`src/ttc_emergency_brake_detector_core_macros.svh`:
```
// Assertion macros shared by the brake detector RTL.
`ifndef TTC_EMERGENCY_BRAKE_DETECTOR_CORE_MACROS_SVH
`define TTC_EMERGENCY_BRAKE_DETECTOR_CORE_MACROS_SVH

// Same-cycle implication, disabled during reset
`define TTC_EBD_ASSERT_IMP(lbl, clk_s, rst_s, ante, cons) \
    lbl: assert property (@(posedge clk_s) disable iff (!(rst_s)) (ante) |-> (cons)) \
        else $error("implication check failed");

// Next-cycle implication, disabled during reset
`define TTC_EBD_ASSERT_NXT(lbl, clk_s, rst_s, ante, cons) \
    lbl: assert property (@(posedge clk_s) disable iff (!(rst_s)) (ante) |=> (cons)) \
        else $error("next-cycle check failed");

`endif

```
`src/ttc_ebd_pkg.sv`:
```
// Shared types, constants and tables of the brake detector.
`default_nettype none
package ttc_ebd_pkg;

    localparam int MAX_BEAMS   = 4096;
    localparam int CORDIC_ITERS = 14;
    localparam logic [16:0] TTC_CAP = 17'd100000;
    // 1/K of the CORDIC gain, Q15
    localparam logic signed [15:0] INV_K = 16'sd19899;

    // configuration register indexes
    typedef enum logic [2:0] {
        CFG_ANGLE_START   = 3'd0,
        CFG_ANGLE_STEP    = 3'd1,
        CFG_RANGE_FLOOR   = 3'd2,
        CFG_RANGE_CEILING = 3'd3,
        CFG_TTC_LIMIT     = 3'd4
    } cfg_index_t;

    // status from the TTC unit to the sequencer
    typedef struct packed {
        logic done;
        logic hit;
    } unit_stat_t;

    // CORDIC arctangent table, binary angle units
    function automatic logic signed [17:0] atan_lut(input logic [3:0] i);
        logic signed [17:0] v;
        case (i)
            4'd0:    v = 18'sd8192;
            4'd1:    v = 18'sd4836;
            4'd2:    v = 18'sd2555;
            4'd3:    v = 18'sd1297;
            4'd4:    v = 18'sd651;
            4'd5:    v = 18'sd326;
            4'd6:    v = 18'sd163;
            4'd7:    v = 18'sd81;
            4'd8:    v = 18'sd41;
            4'd9:    v = 18'sd20;
            4'd10:   v = 18'sd10;
            4'd11:   v = 18'sd5;
            4'd12:   v = 18'sd3;
            4'd13:   v = 18'sd1;
            default: v = 18'sd0;
        endcase
        return v;
    endfunction

endpackage
`default_nettype wire

```
`src/ttc_ebd_unit.sv`:
```
// Shared CORDIC rotator, scaler and restoring divider for one beam's TTC.
`default_nettype none
module ttc_ebd_unit (
    input  wire logic                     clk,
    input  wire logic                     rst_n,
    input  wire logic                     start,
    input  wire logic signed [15:0]       vel_x,
    input  wire logic signed [15:0]       vel_y,
    input  wire logic signed [15:0]       angle,
    input  wire logic [15:0]              range_mm,
    output ttc_ebd_pkg::unit_stat_t       stat,
    output logic [16:0]                   ttc
);

    typedef enum logic [2:0] {U_IDLE, U_ROT, U_MUL, U_CHK, U_DIV, U_DONE} ustate_t;

    ustate_t               state_reg;
    logic [3:0]            iter_reg;
    logic [4:0]            bit_reg;
    logic signed [27:0]    x_reg, y_reg;
    logic signed [17:0]    z_reg;
    logic signed [43:0]    rate_reg;
    logic [48:0]           rem_reg;
    logic [16:0]           q_reg;
    logic [16:0]           ttc_reg;
    logic                  hit_reg;

    // fold angle into +-quarter turn
    logic                  fold;
    logic signed [16:0]    vx17, vy17, a17;
    logic signed [17:0]    z_init;
    always_comb
    begin
        fold = (angle > 16'sd16384) || (angle < -16'sd16384);
        vx17 = fold ? -17'(vel_x) : 17'(vel_x);
        vy17 = fold ? -17'(vel_y) : 17'(vel_y);
        if (!fold)
            a17 = 17'(angle);
        else if (angle < 16'sd0)
            a17 = 17'(angle) + 17'sd32768;
        else
            a17 = 17'(angle) - 17'sd32768;
        z_init = -18'(a17);
    end

    // one CORDIC micro-rotation
    logic signed [27:0] xs, ys;
    always_comb
    begin
        xs = x_reg >>> iter_reg;
        ys = y_reg >>> iter_reg;
    end

    // numerator, divisor and trial subtraction
    logic [25:0]  range_k;
    logic [48:0]  num;
    logic [42:0]  rate_mag;
    logic [59:0]  d_top, d_bit;
    logic [59:0]  rem_ext;
    always_comb
    begin
        range_k  = 26'(range_mm) * 26'd1000;
        num      = {range_k, 23'd0};
        rate_mag = rate_reg[42:0];
        d_top    = 60'(rate_mag) << 17;
        d_bit    = 60'(rate_mag) << bit_reg;
        rem_ext  = 60'(rem_reg);
    end

    always_ff @(posedge clk or negedge rst_n)
    begin
        if (!rst_n)
        begin
            state_reg <= U_IDLE;
            iter_reg  <= '0;
            bit_reg   <= '0;
            hit_reg   <= 1'b0;
        end
        else
        begin
            case (state_reg)
                U_IDLE:
                begin
                    if (start)
                    begin
                        x_reg     <= 28'(vx17) <<< 8;
                        y_reg     <= 28'(vy17) <<< 8;
                        z_reg     <= z_init;
                        iter_reg  <= '0;
                        hit_reg   <= 1'b0;
                        state_reg <= U_ROT;
                    end
                end
                U_ROT:
                begin
                    if (z_reg >= 18'sd0)
                    begin
                        x_reg <= x_reg - ys;
                        y_reg <= y_reg + xs;
                        z_reg <= z_reg - ttc_ebd_pkg::atan_lut(iter_reg);
                    end
                    else
                    begin
                        x_reg <= x_reg + ys;
                        y_reg <= y_reg - xs;
                        z_reg <= z_reg + ttc_ebd_pkg::atan_lut(iter_reg);
                    end
                    iter_reg <= iter_reg + 4'd1;
                    if (iter_reg == 4'(ttc_ebd_pkg::CORDIC_ITERS - 1))
                        state_reg <= U_MUL;
                end
                U_MUL:
                begin
                    rate_reg  <= 44'(x_reg) * 44'(ttc_ebd_pkg::INV_K);
                    state_reg <= U_CHK;
                end
                U_CHK:
                begin
                    rem_reg <= num;
                    q_reg   <= '0;
                    bit_reg <= 5'd16;
                    if (rate_reg <= 44'sd0)
                    begin
                        state_reg <= U_DONE;
                    end
                    else if (60'(num) >= d_top)
                    begin
                        // quotient beyond the cap
                        ttc_reg   <= ttc_ebd_pkg::TTC_CAP;
                        hit_reg   <= 1'b1;
                        state_reg <= U_DONE;
                    end
                    else
                    begin
                        state_reg <= U_DIV;
                    end
                end
                U_DIV:
                begin
                    if (rem_ext >= d_bit)
                    begin
                        rem_reg        <= 49'(rem_ext - d_bit);
                        q_reg[bit_reg] <= 1'b1;
                    end
                    if (bit_reg == 5'd0)
                    begin
                        hit_reg   <= 1'b1;
                        state_reg <= U_DONE;
                    end
                    bit_reg <= bit_reg - 5'd1;
                end
                U_DONE:
                begin
                    if (q_reg > ttc_ebd_pkg::TTC_CAP && ttc_reg != ttc_ebd_pkg::TTC_CAP)
                        ttc_reg <= ttc_ebd_pkg::TTC_CAP;
                    state_reg <= U_IDLE;
                end
                default: state_reg <= U_IDLE;
            endcase
            // divider result lands when the last bit is resolved
            if (state_reg == U_DIV && bit_reg == 5'd0)
                ttc_reg <= (rem_ext >= d_bit) ? (q_reg | 17'd1) : q_reg;
        end
    end

    // clamp on the way out
    always_comb
    begin
        stat.done = (state_reg == U_DONE);
        stat.hit  = hit_reg;
        ttc       = (ttc_reg > ttc_ebd_pkg::TTC_CAP) ? ttc_ebd_pkg::TTC_CAP : ttc_reg;
    end

endmodule
`default_nettype wire

```
`src/ttc_emergency_brake_detector_core.sv`:
```
// Each accepted beam passes the sequencer start state, the CORDIC rotation, multiply,
// check, divide and done states, then the output register; a capped or non-closing beam
// skips the divide, an out-of-window beam skips the unit. A new item is taken only in idle,
// after the last beam's result is registered; a velocity item gives no result; a stalled output holds.
// Reset (rst_n low, async): registers to defaults, velocity 0, counter 0,
// scan minimum 100000 ms, output empty.
`default_nettype none
`include "ttc_emergency_brake_detector_core_macros.svh"
module ttc_emergency_brake_detector_core (
    input  wire logic        clk,
    input  wire logic        rst_n,
    // configuration
    input  wire logic        cfg_we,
    input  wire logic [2:0]  cfg_index,
    input  wire logic [16:0] cfg_data,
    // input stream
    input  wire logic        s_axis_tvalid,
    output logic             s_axis_tready,
    input  wire logic [47:0] s_axis_tdata,  // vel_x[15:0], vel_y[31:16], range_mm[47:32]
    input  wire logic        s_axis_tuser,  // operation
    input  wire logic        s_axis_tlast,  // last_beam
    // result stream
    output logic             m_axis_tvalid,
    input  wire logic        m_axis_tready,
    output logic [31:0]      m_axis_tdata,  // brake[0], min_ttc_ms[17:1], beam_number[29:18], 0
    output logic             m_axis_tlast   // scan_end
);

    typedef enum logic [1:0] {S_IDLE, S_START, S_RUN, S_RES} state_t;

    state_t              state_reg;
    logic [15:0]         angle_start_reg;
    logic [11:0]         angle_step_reg;
    logic [15:0]         range_floor_reg, range_ceiling_reg;
    logic [16:0]         ttc_limit_reg;
    logic signed [15:0]  vel_x_reg, vel_y_reg;
    logic [11:0]         beam_cnt_reg;
    logic [16:0]         min_reg;
    logic signed [15:0]  angle_reg;
    logic [15:0]         range_reg;
    logic                valid_reg, last_reg, hit_reg;
    logic [16:0]         ttc_reg;
    logic                out_valid_reg, out_brake_reg, out_last_reg;
    logic [16:0]         out_min_reg;
    logic [11:0]         out_beam_reg;

    ttc_ebd_pkg::unit_stat_t ustat;
    logic [16:0]             uttc;
    logic                    ustart;

    // beam angle and range window for an arriving item
    logic [23:0]  step_prod;
    logic [15:0]  angle_next;
    logic [15:0]  in_range;
    logic         in_valid;
    always_comb
    begin
        step_prod  = 24'(beam_cnt_reg) * 24'(angle_step_reg);
        angle_next = angle_start_reg + step_prod[15:0];
        in_range   = s_axis_tdata[47:32];
        in_valid   = (in_range >= range_floor_reg) && (in_range <= range_ceiling_reg);
    end

    // minimum update and counter wrap
    logic [16:0] min_next;
    logic [12:0] cnt_inc;
    always_comb
    begin
        min_next = (hit_reg && ttc_reg < min_reg) ? ttc_reg : min_reg;
        cnt_inc  = 13'(beam_cnt_reg) + 13'd1;
    end

    assign s_axis_tready = (state_reg == S_IDLE);
    assign ustart        = (state_reg == S_START) && valid_reg;

    ttc_ebd_unit u_unit (
        .clk      (clk),
        .rst_n    (rst_n),
        .start    (ustart),
        .vel_x    (vel_x_reg),
        .vel_y    (vel_y_reg),
        .angle    (angle_reg),
        .range_mm (range_reg),
        .stat     (ustat),
        .ttc      (uttc)
    );

    // sequencer, state and output register
    always_ff @(posedge clk or negedge rst_n)
    begin
        if (!rst_n)
        begin
            state_reg         <= S_IDLE;
            angle_start_reg   <= 16'hA000;
            angle_step_reg    <= 12'd46;
            range_floor_reg   <= 16'd0;
            range_ceiling_reg <= 16'd30000;
            ttc_limit_reg     <= 17'd400;
            vel_x_reg         <= '0;
            vel_y_reg         <= '0;
            beam_cnt_reg      <= '0;
            min_reg           <= ttc_ebd_pkg::TTC_CAP;
            out_valid_reg     <= 1'b0;
            hit_reg           <= 1'b0;
        end
        else
        begin
            if (cfg_we)
            begin
                case (cfg_index)
                    ttc_ebd_pkg::CFG_ANGLE_START:   angle_start_reg   <= cfg_data[15:0];
                    ttc_ebd_pkg::CFG_ANGLE_STEP:    angle_step_reg    <= cfg_data[11:0];
                    ttc_ebd_pkg::CFG_RANGE_FLOOR:   range_floor_reg   <= cfg_data[15:0];
                    ttc_ebd_pkg::CFG_RANGE_CEILING: range_ceiling_reg <= cfg_data[15:0];
                    ttc_ebd_pkg::CFG_TTC_LIMIT:     ttc_limit_reg     <= cfg_data;
                    default: ;
                endcase
            end
            // drain the output slot unless a new result reloads it
            if (out_valid_reg && m_axis_tready && state_reg != S_RES)
                out_valid_reg <= 1'b0;
            case (state_reg)
                S_IDLE:
                begin
                    if (s_axis_tvalid)
                    begin
                        if (!s_axis_tuser)
                        begin
                            vel_x_reg <= s_axis_tdata[15:0];
                            vel_y_reg <= s_axis_tdata[31:16];
                        end
                        else
                        begin
                            angle_reg <= angle_next;
                            range_reg <= in_range;
                            valid_reg <= in_valid;
                            last_reg  <= s_axis_tlast;
                            hit_reg   <= 1'b0;
                            state_reg <= S_START;
                        end
                    end
                end
                S_START:
                begin
                    state_reg <= valid_reg ? S_RUN : S_RES;
                end
                S_RUN:
                begin
                    if (ustat.done)
                    begin
                        hit_reg   <= ustat.hit;
                        ttc_reg   <= uttc;
                        state_reg <= S_RES;
                    end
                end
                S_RES:
                begin
                    if (!out_valid_reg || m_axis_tready)
                    begin
                        out_valid_reg <= 1'b1;
                        out_brake_reg <= valid_reg && (min_next <= ttc_limit_reg);
                        out_min_reg   <= min_next;
                        out_beam_reg  <= beam_cnt_reg;
                        out_last_reg  <= last_reg;
                        if (last_reg)
                        begin
                            beam_cnt_reg <= '0;
                            min_reg      <= ttc_ebd_pkg::TTC_CAP;
                        end
                        else
                        begin
                            beam_cnt_reg <= (cnt_inc >= 13'(ttc_ebd_pkg::MAX_BEAMS))
                                            ? 12'd0 : cnt_inc[11:0];
                            min_reg      <= min_next;
                        end
                        state_reg <= S_IDLE;
                    end
                    else if (out_valid_reg && m_axis_tready)
                    begin
                        out_valid_reg <= 1'b0;
                    end
                end
                default: state_reg <= S_IDLE;
            endcase
        end
    end

    assign m_axis_tvalid = out_valid_reg;
    assign m_axis_tdata  = {2'b00, out_beam_reg, out_min_reg, out_brake_reg};
    assign m_axis_tlast  = out_last_reg;

    // a beam always leaves the idle state
    `TTC_EBD_ASSERT_NXT(a_beam_busy, clk, rst_n,
        s_axis_tvalid && s_axis_tready && s_axis_tuser, state_reg != S_IDLE)
    // reported minimum never exceeds the cap
    `TTC_EBD_ASSERT_IMP(a_min_cap, clk, rst_n,
        out_valid_reg, out_min_reg <= ttc_ebd_pkg::TTC_CAP)
    // brake only with a minimum at or below the limit
    `TTC_EBD_ASSERT_IMP(a_brake_lim, clk, rst_n,
        out_valid_reg && out_brake_reg, out_min_reg <= ttc_limit_reg)
    // unit only finishes while the sequencer waits for it
    `TTC_EBD_ASSERT_IMP(a_unit_done, clk, rst_n, ustat.done, state_reg == S_RUN)

endmodule
`default_nettype wire
```
`config.mk`:
```
export PLATFORM = sky130hd
export DESIGN_NAME = ttc_emergency_brake_detector_core
export DESIGN_NICKNAME = d
export VERILOG_FILES = /design/src/ttc_ebd_pkg.sv /design/src/ttc_ebd_unit.sv /design/src/ttc_emergency_brake_detector_core.sv
export VERILOG_INCLUDE_DIRS = /design/src /design/src/src
export SDC_FILE = /design/constraint.sdc
export NUM_CORES = 2
export LEC_CHECK = 0
export ABC_AREA = 1
export BUFFER_PORTS_ARGS = -buffer_cell sky130_fd_sc_hd__buf_2
export CAP_MARGIN = 20
export CORE_ASPECT_RATIO = 0.7
export CORE_UTILIZATION = 55
export DETAILED_ROUTE_END_ITERATION = 6
export MAX_ROUTING_LAYER = met4
export PLACE_DENSITY = 0.75
export SLEW_MARGIN = 20
export SYNTH_ARGS = -nofsm -noshare
export SYNTH_HDL_FRONTEND = slang
export SYNTH_HIERARCHICAL = 1
export SYNTH_SLANG_ARGS = --single-unit
```
`constraint.sdc`:
```
create_clock -name clk -period 7.6 [get_ports clk]
set_input_delay 0.76 -clock clk [delete_from_list [all_inputs] [get_ports clk]]
set_output_delay 0.76 -clock clk [all_outputs]
set_load 0.05 [all_outputs]
```
==> impl_metrics.ini <==
[routing]
via_count = 44400
drt_iter0_markers = 5062
firstDrtPassIters = 6
wl_per_cell_um = 18.6
drt-total-wl_um = 145000
ant_nets = 0
routed_via_density = 5.70
drc = 0

[cells_and_area]
largest_reg_flops = 49
n_antenna_cell = 0
drive_gt1_frac = 0.0560
fin_nets = 7462
syn_to_final_growth_pct = 6.78
utilization = 0.593
fin_area_sq_mm = 0.0533

[power]
max-vdd-ir-drop_mv = 0.186
p_per_area_mw_per_mm2 = 107
power_frac_seq = 0.475
p_leak_nw = 26.6
sw_frac_of_total = 0.255
p_sw_w = 0.00145
p_int_w = 0.00424
clkPwrFrac = 0.458
power_frac_comb = 0.068

[yosys]
syn_area_per_cell_sq_um = 7.67
async_flop_share = 0.354
ys_seq_elements = 438
synthMuxAreaShare = 0.0122
synth_cells = 6513
synth_cell_types = 73
yosys.area_share.adder = 0.269
synth_largest_area_cell = edfxtp_1
synth_edf_count = 283
synth_area_sq_mm = 0.0500
ys_warn_count = 6
synthSimpleGateAreaFrac = 0.221
ys.flop_type = edfxtp_1
synth-xor-area-share = 0.0296
seq_area_frac_synth = 0.248
synth_top_family_by_area = adder cells
synth_top_area_share = 0.170
synth_compound_area_frac = 0.113
synth_area_leaders = edfxtp_1, fa_1, ha_1, nand2_1, inv_1

[grt]
grt_usage = 0.323
antenna_found_initial = 0
grt_max_degree = 70
overflow = 0
grt_pass1_wl_um = 229000
grt_pass1_vias = 41800

[setup_path]
end_kind = flip-flop
cp_common_cell = fa_1
worst_setup_path_start_kind = flip-flop
crit_fanout = 17
critical-path-max-stage-delay_ns = 0.55
slowest_stage = fa_1
ff2ff_path_depth = 26
worst-setup-path-type = flip-flop to flip-flop
cp_num_cells = 26
path_buf_inv = 3
worst_ep_required_time_ns = 7.89
arrival_ns = 6.65
crit_family = adder cells

[sta]
max_freq_mhz = 157
timing.slew.headroom = 0.287
setup_violations = 0
hold_violations = 0
worst_hold_slack_ns = 0.0331
finalSetupTns_ns = 0
tightest_slew_ns = 1.07
maxSlewViolCount = 0
clock-skew-final_ns = 0.0716
finalCritPeriodShare = 0.838
setup_slack_ns = 1.23
rsz0062_at_grt = false
post-route-min-period_ns = 6.37

[floorplanning]
fp.dieW_um = 362
core_sq_mm = 0.0900
rows = 92
die_h_um = 254
initial_core_util = 0.555
die-area_sq_mm = 0.0921
boundaryPins = 110

[clock_network]
cts.sinks = 438
post_cts_buffers = 0
clkLatencyLatePin_ns = 0.67
numCtsBuffers = 49
cts_tree = built
cts_resized = 0
cts_root_buf = clkbuf_16
clkTransAtPathRegs_ns = 0.07
htree_num_levels = 2
clock_path_buffers = 3
ctsHoldBuffers = 0

[min_path]
hold_class = input port to async pin

[flow_run]
cap_violations = 0

[placed_design]
dp_hpwl_um = 115000
port_buffers = 107
dp_slack_ns = 1.33
gp_congestion = 1.01
placed_area_sq_mm = 0.0515

[run_status]
status = finished, final reports clean
## through the flow
| step | total power (W) | cells |
|---|---|---|
| after detailed placement | 0.00312 | 7698 |
| after floorplan | 0.00298 | 6514 |
| final | 0.00569 | 7793 |
| after global routing | 0.00588 | 7793 |
| after CTS | 0.00573 | 7790 |
| after global placement | 0.00310 | 7698 |
## logic make-up after synthesis
kind of cell	count (synthesis)
other cells	1
xor+xnor	169
flops	438
compound gates	1025
simple gates	2595
fa+ha+maj	857
mux	57
buf+inv	1371
## cell type report
cell class	instances	area [sq um]
fillers	8190	36700
multi-input cells	4705	32300
flip-flops and latches	438	12400
inverters	1186	4450
well taps	1222	1530
clock buffers	67	1390
repair buffers	150	918
clock inverters	25	345
## cells in the final DEF (no fill, tap or decap), types with 106 or more instances in the layout
master / synthesis / final
xor2_1: 109 / 109
ha_1: 494 / 494
dfrtp_1: 133 / 130
nand2_1: 1402 / 1402
nand3_1: 516 / 514
a21oi_1: 368 / 367
nor2_1: 413 / 410
buf_2: 63 / 106
fa_1: 363 / 363
inv_1: 1177 / 1175
edfxtp_1: 283 / 283
o21ai_0: 430 / 430
## cells in the mapped netlist (25+ instances only)
master / number
nand4_1: 65
xnor2_1: 60
o21ai_0: 430
nand2_1: 1402
a21oi_1: 368
edfxtp_1: 283
inv_1: 1177
nor4_1: 25
nand3_1: 516
ha_1: 494
buf_2: 63
a31oi_1: 42
xor2_1: 109
nor3_1: 74
dfrtp_1: 133
fa_1: 363
clkbuf_1: 92
mux2_2: 33
nor2_1: 413
## power by group through the flow
| stage | combinational, W | clock, W | sequential [W] |
|---|---|---|---|
| after floorplan | 0.000284 | 0 | 0.00269 |
| after global placement | 0.000363 | 0 | 0.00274 |
| after detailed placement | 0.000382 | 0 | 0.00274 |
| after CTS | 0.000387 | 0.00264 | 0.00270 |
| after global routing | 0.000447 | 0.00272 | 0.00271 |
| final | 0.000385 | 0.00260 | 0.00270 |
## per-layer routing
layer  global-route usage  wire, um  vias up
met1                0.482     67300    21000
met3               0.0561     14500      229
met2                0.457     59900     1972
met4               0.0681      3020        0
met5                    -         0        -
li1                     -         -    21200
## final timing paths
path / from / endpoint / slack, ns
max: range_reg[5]$_DFFE_PP_ / u_unit/ttc_reg[3]$_SDFFCE_PN0P_ / 1.23
min: rst_n / range_ceiling_reg[0]$_DFFE_PN0P_ / 0.03
min in group clk: s_axis_tlast / last_reg$_DFFE_PP_ / 0.29
min reg2reg: ttc_limit_reg[12]$_DFFE_PN0P_ / ttc_limit_reg[12]$_DFFE_PN0P_ / 0.49
max in group asynchronous: rst_n / u_unit/iter_reg[0]$_DFFE_PN0P_ / 6.28
max reg2reg: range_reg[5]$_DFFE_PP_ / u_unit/ttc_reg[3]$_SDFFCE_PN0P_ / 1.23
No activity file was read; power rests on OpenSTA's default activity.
